<file path="src/design/kpc_pkg.sv">
// Package for the key press classifier.
// Holds register indexes, reset values, widths and the shared struct types.
// No dependencies.
package kpc_pkg;

  localparam int KEYS_MAX          = 4;
  localparam int NUM_KEYS_DEF      = 4;
  localparam int COUNT_WIDTH_DEF   = 16;

  localparam int LEVEL_W           = 4;
  localparam int CODE_W            = 8;
  localparam int LONG_OFS          = 4;
  localparam int BOUND_W           = 16;
  localparam int PHASE_W           = 8;
  localparam int CFG_IDX_W         = 2;
  localparam int CFG_DATA_W        = 16;

  localparam logic [CFG_IDX_W-1:0] REG_SHORT_MIN   = 2'd0;
  localparam logic [CFG_IDX_W-1:0] REG_SHORT_MAX   = 2'd1;
  localparam logic [CFG_IDX_W-1:0] REG_LONG_REPEAT = 2'd2;

  localparam logic [BOUND_W-1:0] SHORT_MIN_RST   = 16'd1;
  localparam logic [BOUND_W-1:0] SHORT_MAX_RST   = 16'd10;
  localparam logic [PHASE_W-1:0] LONG_REPEAT_RST = 8'd20;

  typedef struct packed {
    logic [BOUND_W-1:0] short_min;
    logic [BOUND_W-1:0] short_max;
    logic [PHASE_W-1:0] long_repeat;
  } kpc_cfg_t;

  typedef struct packed {
    logic short_hit;
    logic long_hit;
  } lane_res_t;

endpackage

</file>
<file path="src/design/kpc_ifs.sv">
// Channel interfaces for the key press classifier: input, result and config.
// Depends on kpc_pkg.
interface kpc_in_if;
  import kpc_pkg::*;
  logic               valid;
  logic               ready;
  logic [LEVEL_W-1:0] key_levels;
  modport source (output valid, output key_levels, input ready);
  modport sink (input valid, input key_levels, output ready);
endinterface

interface kpc_out_if;
  import kpc_pkg::*;
  logic              valid;
  logic              ready;
  logic [CODE_W-1:0] key_code;
  logic              any_event;
  modport source (output valid, output key_code, output any_event, input ready);
  modport sink (input valid, input key_code, input any_event, output ready);
endinterface

interface kpc_cfg_if;
  import kpc_pkg::*;
  logic                  valid;
  logic                  ready;
  logic [CFG_IDX_W-1:0]  index;
  logic [CFG_DATA_W-1:0] data;
  modport source (output valid, output index, output data, input ready);
  modport sink (input valid, input index, input data, output ready);
endinterface

</file>
<file path="src/design/key_press_classifier.sv">
// Top level of the key press classifier: config registers, key lanes, merge.
// Depends on kpc_pkg, kpc_ifs, kpc_lane and kpc_merge.
//
// Usage:
//   in_ch   one beat per sampling tick; key_levels bit i is key i, 1 released.
//   out_ch  exactly one result beat per input beat, in order: key_code holds
//           short-press bits in [3:0] and long-press bits in [7:4], any_event
//           is the OR of key_code.
//   cfg     register writes (index 0 short_min, 1 short_max, 2 long_repeat);
//           always ready, unknown indexes are dropped. Write only while idle.
// Latency: the result beat is valid the cycle after its input beat unless out_ch stalls.
// Throughput: one beat per cycle while in_ch is ready; every key lane updates
// its hold count and repeat phase in the accepting cycle.
// Reset: counters clear, registers take 1, 10 and 20, no result is pending.
// Stall: an output register and a skid register hold up to two results; in_ch
// ready drops only while the skid register is occupied.
module key_press_classifier #(
  parameter int NUM_KEYS    = kpc_pkg::NUM_KEYS_DEF,
  parameter int COUNT_WIDTH = kpc_pkg::COUNT_WIDTH_DEF
) (
  input logic        clk,
  input logic        rst,
  kpc_in_if.sink     in_ch,
  kpc_out_if.source  out_ch,
  kpc_cfg_if.sink    cfg
);
  import kpc_pkg::*;

  localparam logic [CODE_W-1:0] USED_MASK =
    CODE_W'(((1 << NUM_KEYS) - 1) | (((1 << NUM_KEYS) - 1) << LONG_OFS));

  kpc_cfg_t  cfg_regs;
  lane_res_t res [NUM_KEYS];
  logic      push;
  logic      room;
  logic      skid_full;

  assign cfg.ready = 1'b1;

  always_ff @(posedge clk) begin
    if (rst) begin
      cfg_regs.short_min   <= SHORT_MIN_RST;
      cfg_regs.short_max   <= SHORT_MAX_RST;
      cfg_regs.long_repeat <= LONG_REPEAT_RST;
    end else if (cfg.valid) begin
      case (cfg.index)
        REG_SHORT_MIN:   cfg_regs.short_min   <= cfg.data;
        REG_SHORT_MAX:   cfg_regs.short_max   <= cfg.data;
        REG_LONG_REPEAT: cfg_regs.long_repeat <= cfg.data[PHASE_W-1:0];
        default: ;
      endcase
    end
  end

  assign in_ch.ready = room;
  assign push        = in_ch.valid && room;

  for (genvar k = 0; k < NUM_KEYS; k++) begin : g_lane
    kpc_lane #(
      .COUNT_WIDTH (COUNT_WIDTH)
    ) u_lane (
      .clk     (clk),
      .rst     (rst),
      .advance (push),
      .level   (in_ch.key_levels[k]),
      .cfg     (cfg_regs),
      .res     (res[k])
    );
  end

  kpc_merge #(
    .NUM_KEYS (NUM_KEYS)
  ) u_merge (
    .clk       (clk),
    .rst       (rst),
    .push      (push),
    .res       (res),
    .room      (room),
    .skid_full (skid_full),
    .out_valid (out_ch.valid),
    .out_ready (out_ch.ready),
    .out_code  (out_ch.key_code)
  );

  assign out_ch.any_event = |out_ch.key_code;

  a_skid_implies_main: assert property (@(posedge clk) disable iff (rst)
    skid_full |-> out_ch.valid)
    else $error("skid register holds a beat while the output register is empty");

  a_push_shows_result: assert property (@(posedge clk) disable iff (rst)
    push |=> out_ch.valid)
    else $error("accepted beat produced no result");

  a_unused_bits_zero: assert property (@(posedge clk) disable iff (rst)
    out_ch.valid |-> ((out_ch.key_code & ~USED_MASK) == '0))
    else $error("key code bit set for a key lane that does not exist");

  a_stall_holds_skid: assert property (@(posedge clk) disable iff (rst)
    (skid_full && !out_ch.ready) |=> skid_full)
    else $error("skid beat dropped while the receiver stalls");

endmodule

</file>
<file path="src/design/kpc_lane.sv">
// One key lane: saturating hold count, repeat phase and press decisions.
// Depends on kpc_pkg.
module kpc_lane #(
  parameter int COUNT_WIDTH = kpc_pkg::COUNT_WIDTH_DEF
) (
  input  logic               clk,
  input  logic               rst,
  input  logic               advance,
  input  logic               level,
  input  kpc_pkg::kpc_cfg_t  cfg,
  output kpc_pkg::lane_res_t res
);
  import kpc_pkg::*;

  localparam int CMP_W = (COUNT_WIDTH > BOUND_W) ? COUNT_WIDTH : BOUND_W;

  logic [COUNT_WIDTH-1:0] hold_count;
  logic [COUNT_WIDTH-1:0] hold_count_next;
  logic [PHASE_W-1:0]     repeat_phase;
  logic [PHASE_W-1:0]     repeat_phase_next;
  logic [PHASE_W-1:0]     phase_inc;
  logic [CMP_W-1:0]       hold_ext;
  logic [CMP_W-1:0]       min_ext;
  logic [CMP_W-1:0]       max_ext;

  always_comb begin
    hold_ext  = CMP_W'(hold_count);
    min_ext   = CMP_W'(cfg.short_min);
    max_ext   = CMP_W'(cfg.short_max);
    phase_inc = repeat_phase + PHASE_W'(1);
    res       = '0;
    if (level) begin
      res.short_hit     = (hold_ext > min_ext) && (hold_ext < max_ext);
      hold_count_next   = '0;
      repeat_phase_next = '0;
    end else begin
      hold_count_next   = (&hold_count) ? hold_count : hold_count + COUNT_WIDTH'(1);
      res.long_hit      = (phase_inc == cfg.long_repeat);
      repeat_phase_next = res.long_hit ? '0 : phase_inc;
    end
  end

  always_ff @(posedge clk) begin
    if (rst) begin
      hold_count   <= '0;
      repeat_phase <= '0;
    end else if (advance) begin
      hold_count   <= hold_count_next;
      repeat_phase <= repeat_phase_next;
    end
  end

endmodule

</file>
<file path="src/design/kpc_merge.sv">
// Merge stage: packs lane hits into the key code and buffers result beats
// in an output register backed by a skid register. Depends on kpc_pkg.
module kpc_merge #(
  parameter int NUM_KEYS = kpc_pkg::NUM_KEYS_DEF
) (
  input  logic                      clk,
  input  logic                      rst,
  input  logic                      push,
  input  kpc_pkg::lane_res_t        res [NUM_KEYS],
  output logic                      room,
  output logic                      skid_full,
  output logic                      out_valid,
  input  logic                      out_ready,
  output logic [kpc_pkg::CODE_W-1:0] out_code
);
  import kpc_pkg::*;

  logic [CODE_W-1:0] code;
  logic [CODE_W-1:0] main_code;
  logic [CODE_W-1:0] skid_code;
  logic              main_v;
  logic              skid_v;
  logic              pop;

  always_comb begin
    code = '0;
    for (int k = 0; k < NUM_KEYS; k++) begin
      code[k]            = res[k].short_hit;
      code[k + LONG_OFS] = res[k].long_hit;
    end
  end

  assign pop       = main_v && out_ready;
  assign room      = !skid_v;
  assign skid_full = skid_v;
  assign out_valid = main_v;
  assign out_code  = main_code;

  always_ff @(posedge clk) begin
    if (rst) begin
      main_v <= 1'b0;
      skid_v <= 1'b0;
    end else if (skid_v) begin
      if (pop) begin
        skid_v <= 1'b0;
      end
    end else if (push) begin
      if (main_v && !pop) begin
        skid_v <= 1'b1;
      end else begin
        main_v <= 1'b1;
      end
    end else if (pop) begin
      main_v <= 1'b0;
    end
  end

  always_ff @(posedge clk) begin
    if (skid_v) begin
      if (pop) begin
        main_code <= skid_code;
      end
    end else if (push) begin
      if (main_v && !pop) begin
        skid_code <= code;
      end else begin
        main_code <= code;
      end
    end
  end

endmodule
</file>
<file path="src/flat_wrapper.sv">
// flat-port wrapper written by rule: the top's interface ports become plain ports
module key_press_classifier_flat import kpc_pkg::*;
#(
  parameter int NUM_KEYS    = kpc_pkg::NUM_KEYS_DEF,
  parameter int COUNT_WIDTH = kpc_pkg::COUNT_WIDTH_DEF
)
  (clk, rst, in_ch_valid, in_ch_key_levels, in_ch_ready, out_ch_valid, out_ch_key_code, out_ch_any_event, out_ch_ready, cfg_valid, cfg_index, cfg_data, cfg_ready);
  kpc_in_if in_ch_i ();
  kpc_out_if out_ch_i ();
  kpc_cfg_if cfg_i ();
  input logic clk;
  input logic rst;
  input wire logic [$bits(in_ch_i.valid)-1:0] in_ch_valid;
  input wire logic [$bits(in_ch_i.key_levels)-1:0] in_ch_key_levels;
  output wire logic [$bits(in_ch_i.ready)-1:0] in_ch_ready;
  output wire logic [$bits(out_ch_i.valid)-1:0] out_ch_valid;
  output wire logic [$bits(out_ch_i.key_code)-1:0] out_ch_key_code;
  output wire logic [$bits(out_ch_i.any_event)-1:0] out_ch_any_event;
  input wire logic [$bits(out_ch_i.ready)-1:0] out_ch_ready;
  input wire logic [$bits(cfg_i.valid)-1:0] cfg_valid;
  input wire logic [$bits(cfg_i.index)-1:0] cfg_index;
  input wire logic [$bits(cfg_i.data)-1:0] cfg_data;
  output wire logic [$bits(cfg_i.ready)-1:0] cfg_ready;
  assign in_ch_i.valid = in_ch_valid;
  assign in_ch_i.key_levels = in_ch_key_levels;
  assign in_ch_ready = in_ch_i.ready;
  assign out_ch_valid = out_ch_i.valid;
  assign out_ch_key_code = out_ch_i.key_code;
  assign out_ch_any_event = out_ch_i.any_event;
  assign out_ch_i.ready = out_ch_ready;
  assign cfg_i.valid = cfg_valid;
  assign cfg_i.index = cfg_index;
  assign cfg_i.data = cfg_data;
  assign cfg_ready = cfg_i.ready;
  key_press_classifier #(.NUM_KEYS(NUM_KEYS), .COUNT_WIDTH(COUNT_WIDTH)) u_core (.clk(clk), .rst(rst), .in_ch(in_ch_i), .out_ch(out_ch_i), .cfg(cfg_i));
endmodule
</file>
<file path="config.mk">
export PLATFORM = sky130hd
export DESIGN_NAME = key_press_classifier_flat
export DESIGN_NICKNAME = d
export VERILOG_FILES = /design/src/design/kpc_pkg.sv /design/src/design/kpc_ifs.sv /design/src/design/key_press_classifier.sv /design/src/design/kpc_lane.sv /design/src/design/kpc_merge.sv /design/src/flat_wrapper.sv
export SDC_FILE = /design/constraint.sdc
export NUM_CORES = 1
export LEC_CHECK = 0
export BUFFER_PORTS_ARGS = -buffer_cell sky130_fd_sc_hd__clkbuf_2
export CAP_MARGIN = 20
export CORE_UTILIZATION = 50
export DETAILED_ROUTE_END_ITERATION = 7
export HOLD_SLACK_MARGIN = 0.06
export MAX_ROUTING_LAYER = met4
export PLACE_DENSITY = 0.74
export SYNTH_ARGS = -nofsm -noshare
export SYNTH_HDL_FRONTEND = slang
export SYNTH_HIERARCHICAL = 1
export SYNTH_SLANG_ARGS = --single-unit
export TNS_END_PERCENT = 20
</file>
<file path="constraint.sdc">
create_clock -name clk -period 4 [get_ports clk]
set_input_delay 0.2 -clock clk [delete_from_list [all_inputs] [get_ports clk]]
set_output_delay 0.2 -clock clk [all_outputs]
set_load 0.005 [all_outputs]
</file>
==> results of run 1 <==
## worst max-delay path, stage by stage (launching register included)
cell and delay, ns:
dfxtp_1 0.48, inv_1 0.17, and2_1 0.55, buf_4 0.39, nor3b_1 0.72, nand2_1 0.18
o21ai_0 0.22
## how the worst max path moves through the flow
stage | slack, ns | to | depth (start not counted) | from
2_1_floorplan | 1.90 | u_core/u_merge/out_code[0]$_DFFE_PP_ | 9 | u_core/cfg_regs[29]$_SDFFE_PP0P_
3_3_place_gp | 1.42 | u_core/g_lane[1].u_lane/repeat_phase[4]$_SDFFE_PP0P_ | 6 | u_core/u_merge/skid_full$_SDFF_PP0_
3_5_place_dp | 1.26 | u_core/g_lane[2].u_lane/repeat_phase[4]$_SDFFE_PP0P_ | 6 | u_core/u_merge/skid_full$_SDFF_PP0_
4_1_cts | 1.24 | u_core/g_lane[2].u_lane/repeat_phase[4]$_SDFFE_PP0P_ | 6 | u_core/u_merge/skid_full$_SDFF_PP0_
5_1_grt | 0.92 | u_core/g_lane[1].u_lane/repeat_phase[3]$_SDFFE_PP0P_ | 6 | u_core/u_merge/skid_full$_SDFF_PP0_
6_report | 1.19 | u_core/g_lane[0].u_lane/repeat_phase[4]$_SDFFE_PP0P_ | 6 | u_core/u_merge/skid_full$_SDFF_PP0_
## report_power, final
group,total (W),switching [W],leakage [nW],internal (W)
Combinational,0.000367,0.000210,3.35,0.000157
Clock,0.00157,0.000751,0.276,0.000821
Sequential,0.00166,0.0000634,1.27,0.00160
## cell type report
type | instances | share of cell area (%)
clock buffers | 17 | 3.66
clock inverters | 15 | 1.12
inverters | 147 | 4.74
multi-input cells | 903 | 57.3
flip-flops and latches | 154 | 27.9
well taps | 275 | 2.96
repair buffers | 46 | 2.30
## kinds of logic (layout without fill, tap and decap cells)
group	after synthesis	in the layout	synth area share (%)
other	1	1	0.0352
AO/OA/AOI/OAI	212	212	12.8
multiplexers	49	49	4.70
buffers and inverters	187	225	6.94
adder cells (fa/ha/maj)	132	132	15.5
XOR/XNOR	92	92	8.13
flip-flops	154	154	30.4
AND/OR/NAND/NOR	417	417	21.4
## timing repair
item / in CTS / in global routing
hold buffers: 6 / 0
gates resized for setup: 0 / 0
hold endpoints to repair: 11 / 0
## Yosys cell counts (16+ instances only)
library cell,instances,share of area [%]
nand2_1,49,1.7
xor2_1,44,3.6
xnor2_1,44,3.6
a21oi_1,46,2.2
o21ai_0,52,2.4
ha_1,132,16
nor2_1,102,3.6
inv_1,147,5.2
a21o_1,36,2.5
and3_1,16,0.94
nand2b_1,60,3.5
mux2i_1,41,3.9
a31oi_1,28,1.6
nand4_1,52,3.1
nand3_1,32,1.5
edfxtp_1,16,4.5
dfxtp_1,138,26
nand3b_1,18,1.3
nor3_1,24,1.1
clkbuf_1,24,0.85
## flip-flops by register name, summed over array words and instances (netlist names)
register / flops
u_core/g_lane.u_lane/repeat_phase: 32
u_core/u_merge/out_valid: 1
u_core/u_merge/out_code: 8
u_core/u_merge/skid_code: 8
u_core/u_merge/skid_full: 1
u_core/cfg_regs: 40
u_core/g_lane.u_lane/hold_count: 64
## metal layers
layer / GRT usage [%] / share of wire, % / vias to the layer above
li1: - / - / 4437
met1: 32.8 / 46 / 4236
met2: 40.8 / 46 / 267
met3: 4.17 / 6.0 / 37
met4: 8.45 / 2.0 / 0
met5: - / 0 / -
## through the flow
step                total power, W  instance area (um^2)
finish                     0.00360                 11600
global route               0.00374                 11600
CTS                        0.00361                 11600
detailed placement         0.00205                 11000
global placement           0.00204                 11000
floorplan                  0.00193                 10700
==> impl_metrics.csv, run 1 <==
group,metric,value,unit
place,dp.cells,1519,
routing,detail-route-antenna-nets,0,
worst_setup_path,worstRegToRegCells,6,
place,place_hpwl,19500,um
floorplan,die_w,148,um
sta,maxSlewViolCount,0,
sta,worstMarginPinSlew,0.868,ns
hold_path,whs_path_depth,3,
routing,via_per_inst,5.77,
clocking,clk_latency,0.44,ns
floorplan,io_pins,39,
floorplan,die-area,21900,um^2
worst_setup_path,r2r-start,"u_core/u_merge/skid_full$_SDFF_PP0_",
routing,wire_per_inst,17.1,um
yosys,yosysUniqueCellTypes,53,
worst_setup_path,crit_type,"register to register",
yosys,synth_seq_cells,154,
worst_setup_path,rrSetupSlack,1.19,ns
final_layout,drive_above_1_share,7.80,%
final_layout,fill_cells,1890,
worst_setup_path,end_kind,"register",
sta,period_needed,2.81,ns
sta,final-setup-viol-count,0,
routing,first_iter_violations,667,
worst_setup_path,required,4.35,ns
clocking,cts.sinks,154,
floorplan,die_y,148,um
sta,fin_skew,0.0144,ns
sta,hold_violations,0,
final_layout,post-route-util,55.5,%
worst_setup_path,path_max_fanout,26,
flow_run,drv_cap,0,
grt,overflow,0,
clocking,clk_pin_slew,0.07,ns
clocking,htreeDepth,4,
hold_path,hp-class,"primary input to register",
yosys,synthArstFlopShare,0,%
final_layout,final_cell_mix,"147 x inv_1, 138 x dfxtp_1, 132 x ha_1",
run_status,status,"completed",
power,vdd_drop_max,0.000250,V
power,power_density,310,nW/um^2
final_layout,area_delta_synth_final,9.20,%
power,p_leak,4.90,nW
floorplan,start_util,50.8,%
clocking,cts_buffer_depth,2,
yosys,netlist_instances,1244,
final_layout,nets,1428,
clocking,cts_root_buf,"clkbuf_16",
final_layout,diodes,0,
grt,grt_pass1_vias,8293,
sta,max_freq,0.356,GHz
yosys,yosysWarnings,6,
final_layout,instances_no_fill,1557,
yosys,ys_seq_area_share,30.4,%
routing,vias,8977,
worst_setup_path,worstSetupStartpointType,"register",
grt,track_usage,25.6,%
final_layout,multi_input_area,6670,um^2
hold_path,min_to,"u_core/cfg_regs[11]$_SDFFE_PP1P_",
sta,fin_setup_tns,0,ns
final_layout,final_common_cell,"inv_1",
sta,max_slew_margin,42.2,%
clocking,cts_tree,"built",
grt,antenna_found_initial,0,
clocking,cts_inserted_buffers,17,
yosys,syn_area,10700,um^2
place,pre_cts_ws,1.26,ns
worst_setup_path,r2r-end,"u_core/g_lane[0].u_lane/repeat_phase[4]$_SDFFE_PP0P_",
sta,fin_ws,1.19,ns
yosys,avgSynthCellArea,8.56,um^2
hold_path,hp-start,"cfg_data[3]",
routing,first_pass_iters,5,
floorplan,core.rowCount,53,
routing,drc_errors,0,
yosys,synthFlopType,"dfxtp_1",
place,gp_congestion,0.918,
clocking,cts_setup_buffers,0,
routing,drt-total-wl,26700,um
grt,grt_pass1_wl,42600,um
floorplan,coreArea,21000,um^2
sta,fin_crit_sh,70.2,%
yosys,synth_edf_count,16,
final_layout,seq_area,3240,um^2
yosys,syn_nets,1403,
sta,grt_setup_unrepaired,"no",
grt,grt_max_degree,61,
worst_setup_path,cp.arrival,3.16,ns
sta,hold_slack,0.0777,ns
place,portBuffers,37,
Note: power is estimated with default switching activity, not from simulation.
==> inputs of run 2 (changes only) <==
Clock period 4 ns to 2.9 ns, I/O delays scaled along.
==> impl_metrics.csv, run 2 (synthesized netlist as in run 1, its figures left out) <==
group,metric,value,unit
worst_setup_path,path_max_fanout,5,
worst_setup_path,crit_type,"register to register",
sta,fin_skew,0.0111,ns
grt,grt_pass1_wl,44600,um
power,p_leak,5.01,nW
place,place_hpwl,20300,um
routing,first_pass_iters,7,
floorplan,core.rowCount,53,
clocking,clk_pin_slew,0.07,ns
floorplan,die_y,148,um
final_layout,seq_area,3240,um^2
final_layout,drive_above_1_share,8.76,%
routing,vias,9207,
floorplan,io_pins,39,
final_layout,nets,1448,
final_layout,final_cell_mix,"147 x inv_1, 138 x dfxtp_1, 132 x ha_1",
sta,grt_setup_unrepaired,"no",
worst_setup_path,cp.arrival,2.57,ns
final_layout,finish.instance_area,11800,um^2
final_layout,fill_cells,1936,
final_layout,final_common_cell,"inv_1",
floorplan,coreArea,21000,um^2
clocking,cts_setup_buffers,0,
final_layout,top_register,"u_core/g_lane.u_lane/hold_count",
routing,drt-total-wl,27800,um
worst_setup_path,worstSetupStartpointType,"register",
clocking,holdBufCountCts,12,
routing,via_per_inst,5.84,
clocking,cts_root_buf,"clkbuf_16",
grt,grt_max_degree,41,
final_layout,largest_register_ffs,64,
sta,max_freq,0.419,GHz
grt,grt_pass1_vias,8666,
worst_setup_path,end_kind,"register",
worst_setup_path,rrSetupSlack,0.51,ns
sta,period_needed,2.39,ns
power,power_density,432,nW/um^2
grt,antenna_found_initial,0,
sta,maxSlewViolCount,0,
sta,max_slew_margin,39.4,%
clocking,cts_resized,0,
hold_path,hp-class,"primary input to register",
final_layout,diodes,0,
clocking,clk_latency,0.44,ns
worst_setup_path,required,3.08,ns
place,portBuffers,37,
power,report.power.total,0.00510,W
clocking,cts_inserted_buffers,17,
sta,hold_violations,0,
sta,worstMarginPinSlew,0.909,ns
clocking,cts.sinks,154,
clocking,cts_buffer_depth,2,
final_layout,area_delta_synth_final,11.0,%
sta,fin_crit_sh,82.4,%
sta,fin_setup_tns,0,ns
floorplan,start_util,50.8,%
clocking,cts_tree,"built",
final_layout,post-route-util,56.4,%
floorplan,die_w,148,um
grt,overflow,0,
routing,detail-route-antenna-nets,0,
place,gp_congestion,0.910,
routing,wire_per_inst,17.6,um
routing,drc_errors,1,
routing,first_iter_violations,687,
grt,track_usage,26.9,%
run_status,violations,"design-rule violations",
flow_run,drv_cap,0,
sta,final-setup-viol-count,0,
clocking,htreeDepth,4,
place,postPlaceCellArea,11100,um^2
run_status,status,"complete, but fails checks",
floorplan,die-area,21900,um^2
final_layout,top_regs,"u_core/g_lane.u_lane/hold_count (64), u_core/cfg_regs (40), u_core/g_lane.u_lane/repeat_phase (32)",
final_layout,multi_input_area,6670,um^2
power,vdd_drop_max,0.000284,V
==> run 2: metal layers <==
layer	up-vias	part of all wire, %	track usage (%)
met2	311	45	42.8
met5	-	0	-
met4	0	1.8	8.56
li1	4477	-	-
met3	42	6.6	4.17
met1	4377	47	34.8
==> run 2: through the flow <==
stage	hold slack [ns]	instances	worst slack (ns)
floorplan	0.223	1244	0.802
global placement	0.368	1533	0.573
detailed placement	0.389	1533	0.558
CTS	0.0730	1577	0.532
global route	0.0784	1577	0.291
finish	0.0912	1577	0.511
==> run 2: area by class of cell <==
cell class              instances  share of cell area, %
flip-flops and latches        154                   27.4
well taps                     275                   2.91
clock buffers                  18                   3.63
multi-input cells             903                   56.4
clock inverters                14                   1.31
repair buffers                 66                   3.66
inverters                     147                   4.67
==> run 2: power by group <==
| group | leakage [nW] | internal, W | switching (W) |
|---|---|---|---|
| Combinational | 3.45 | 0.000234 | 0.000310 |
| Clock | 0.291 | 0.00129 | 0.000981 |
| Sequential | 1.27 | 0.00220 | 0.0000874 |
==> run 2: worst paths after layout <==
kind / end / cells after the start / start
setup / recovery: u_core/u_merge/out_code[3]$_DFFE_PP_ / 9 / u_core/cfg_regs[29]$_SDFFE_PP0P_
hold / removal: u_core/cfg_regs[22]$_SDFFE_PP0P_ / 3 / cfg_data[14]
setup reg to reg: u_core/u_merge/out_code[3]$_DFFE_PP_ / 9 / u_core/cfg_regs[29]$_SDFFE_PP0P_
hold reg to reg: u_core/g_lane[1].u_lane/repeat_phase[7]$_SDFFE_PP0P_ / 1 / u_core/g_lane[1].u_lane/repeat_phase[7]$_SDFFE_PP0P_
==> run 2: critical path, stage by stage (launching register included) <==
cell and delay, ns:
dfxtp_1 0.48, inv_1 0.09, ha_1 0.32, a21o_1 0.16
a21o_1 0.16, a21oi_1 0.12, o21ai_0 0.10, a221oi_1 0.29
a221oi_1 0.15, mux2_2 0.28
==> inputs of run 3 (changes only) <==
Clock period 2.9 ns to 2.3 ns, I/O delays scaled along.
==> impl_metrics.csv, run 3 (synthesized netlist as in run 1, its figures left out) <==
group,metric,value,unit
run_status,status,"completed",
clocking,cts_inserted_buffers,17,
worst_setup_path,max_stage_delay,0.36,ns
sta,hold_slack,0.0766,ns
worst_setup_path,cp.arrival,2.45,ns
floorplan,die-area,21900,um^2
routing,via_per_inst,5.82,
sta,period_needed,2.27,ns
grt,antenna_found_initial,0,
routing,detail-route-antenna-nets,0,
final_layout,post-route-util,59.3,%
final_layout,largest_register_ffs,64,
grt,overflow,0,
power,vdd_drop_max,0.000403,V
clocking,clk_pin_slew,0.07,ns
grt,grt_pass1_vias,8955,
final_layout,final_cell_mix,"147 x inv_1, 131 x ha_1, 128 x dfxtp_1",
sta,fin_skew,0.0129,ns
worst_setup_path,worstRegToRegCells,9,
final_layout,diodes,0,
worst_setup_path,crit_end,"u_core/u_merge/out_code[1]$_DFFE_PP_",
worst_setup_path,worstSetupStartpointType,"register",
routing,drc_errors,0,
worst_setup_path,r2r-start,"u_core/cfg_regs[29]$_SDFFE_PP0P_",
worst_setup_path,critical-path-top-delay-family,"compound AO/OA/AOI/OAI gates",
grt,track_usage,28.0,%
place,dp.cells,1602,
place,pre_cts_ws,-0.00475,ns
final_layout,top_register,"u_core/g_lane.u_lane/hold_count",
place,gp_congestion,0.894,
floorplan,coreArea,21000,um^2
worst_setup_path,r2r-end,"u_core/u_merge/out_code[1]$_DFFE_PP_",
worst_setup_path,crit_type,"register to register",
place,place_hpwl,22200,um
sta,maxSlewViolCount,0,
floorplan,die_y,148,um
routing,first_iter_violations,841,
clocking,clk_latency,0.43,ns
sta,max_slew_margin,60.0,%
place,portBuffers,37,
routing,drt-total-wl,29300,um
final_layout,final_common_cell,"inv_1",
floorplan,die_w,148,um
power,report.power.total,0.00644,W
sta,worstMarginPinSlew,0.601,ns
clocking,htreeDepth,4,
worst_setup_path,crit_chain,"inv_1, ha_1, a21o_1, a21o_1, a21oi_1, o21ai_0, a221oi_2, a221oi_2, mux2_2",
routing,wire_per_inst,17.8,um
final_layout,seq_area,3260,um^2
hold_path,hp-class,"primary input to register",
floorplan,io_pins,39,
sta,max_freq,0.440,GHz
clocking,cts.sinks,154,
sta,final-setup-viol-count,0,
worst_setup_path,slowest_stage,"dfxtp_2",
power,power_density,518,nW/um^2
final_layout,top_regs,"u_core/g_lane.u_lane/hold_count (64), u_core/cfg_regs (40), u_core/g_lane.u_lane/repeat_phase (32)",
final_layout,multi_input_area,6740,um^2
power,p_leak,5.37,nW
worst_setup_path,path_buf_inv,1,
worst_setup_path,startpoint,"u_core/cfg_regs[29]$_SDFFE_PP0P_",
worst_setup_path,end_kind,"register",
sta,grt_setup_unrepaired,"yes",
worst_setup_path,rrSetupSlack,0.03,ns
clocking,cts_tree,"built",
floorplan,core.rowCount,53,
grt,grt_pass1_wl,46000,um
routing,first_pass_iters,8,
floorplan,start_util,50.8,%
final_layout,area_delta_synth_final,16.7,%
final_layout,fill_cells,1835,
routing,vias,9585,
clocking,cts_buffer_depth,2,
clocking,cts_setup_buffers,0,
sta,fin_crit_sh,98.8,%
worst_setup_path,cp.depth,9,
worst_setup_path,required,2.48,ns
sta,fin_ws,0.0277,ns
final_layout,drive_above_1_share,14.8,%
final_layout,instances_no_fill,1647,
clocking,cts_root_buf,"clkbuf_16",
flow_run,drv_cap,0,
final_layout,nets,1518,
worst_setup_path,path_max_fanout,5,
sta,hold_violations,0,
grt,grt_max_degree,32,
-- run 3: cell count changes in the layout (fill, tap and decap cells not counted), moves of 3 or more --
cell        previous run  this run
clkinvlp_4             0         4
dfxtp_1              138       128
a221oi_2               0         8
inv_6                  7         4
buf_4                 17        86
nor3_1                24        21
dfxtp_2                0         9
a221oi_1               8         0
-- run 3: worst min-delay path, delay by kind of cell --
family	cells	cell delay, ns
mux	1	0.10
simple gates	1	0.15
buf+inv	1	0.09
-- run 3: how the worst min path moves through the flow --
stage               cells after the start         start                             endpoint  slack [ns]
floorplan                               1           rst  u_core/u_merge/skid_full$_SDFF_PP0_        0.19
global placement                        2  out_ch_ready  u_core/u_merge/skid_full$_SDFF_PP0_        0.34
detailed placement                      2  out_ch_ready  u_core/u_merge/skid_full$_SDFF_PP0_        0.35
CTS                                     3   cfg_data[7]     u_core/cfg_regs[31]$_SDFFE_PP0P_        0.06
global route                            3   cfg_data[6]      u_core/cfg_regs[6]$_SDFFE_PP0P_        0.06
finish                                  3   cfg_data[7]      u_core/cfg_regs[7]$_SDFFE_PP0P_        0.08
-- run 3: per-layer routing --
layer	global-route usage, %	vias to the layer above	routed length, um	part of all wire (%)
li1	-	4629	-	-
met1	35.8	4597	13300	45
met4	10.2	0	720	2.5
met5	-	-	0	0
met2	44.4	316	13700	47
met3	4.48	43	1600	5.5
-- run 3: report_power, final --
part | switching (W) | leakage [nW] | total [W] | internal (W)
logic | 0.000418 | 3.83 | 0.000748 | 0.000331
registers | 0.000105 | 1.28 | 0.00289 | 0.00278
clock network | 0.00120 | 0.268 | 0.00281 | 0.00161
total | 0.00172 | 5.37 | 0.00644 | 0.00472
-- run 3: per-stage QoR --
| step | area [um^2] | TNS (ns) |
|---|---|---|
| final | 12400 | 0 |
| after global routing | 12400 | -0.123 |
| after CTS | 12300 | 0 |
| after detailed placement | 11600 | -0.00676 |
| after global placement | 11600 | 0 |
| after floorplan | 10700 | 0 |
-- run 3: cell type report --
cell class	instances	area share (%)
well taps	275	2.77
clock buffers	19	3.48
flip-flops and latches	154	26.2
multi-input cells	903	54.2
inverters	147	4.44
repair buffers	136	7.73
clock inverters	13	1.15
-- run 3: what timing repair did --
| action | 4_1_cts | 5_1_grt |
|---|---|---|
| endpoints found under the setup margin | 3 | 7 |
| hold buffers | 13 | 0 |
| hold endpoints to repair | 29 | 0 |
| pin swaps | 0 | 6 |
| gates resized for setup | 2 | 24 |
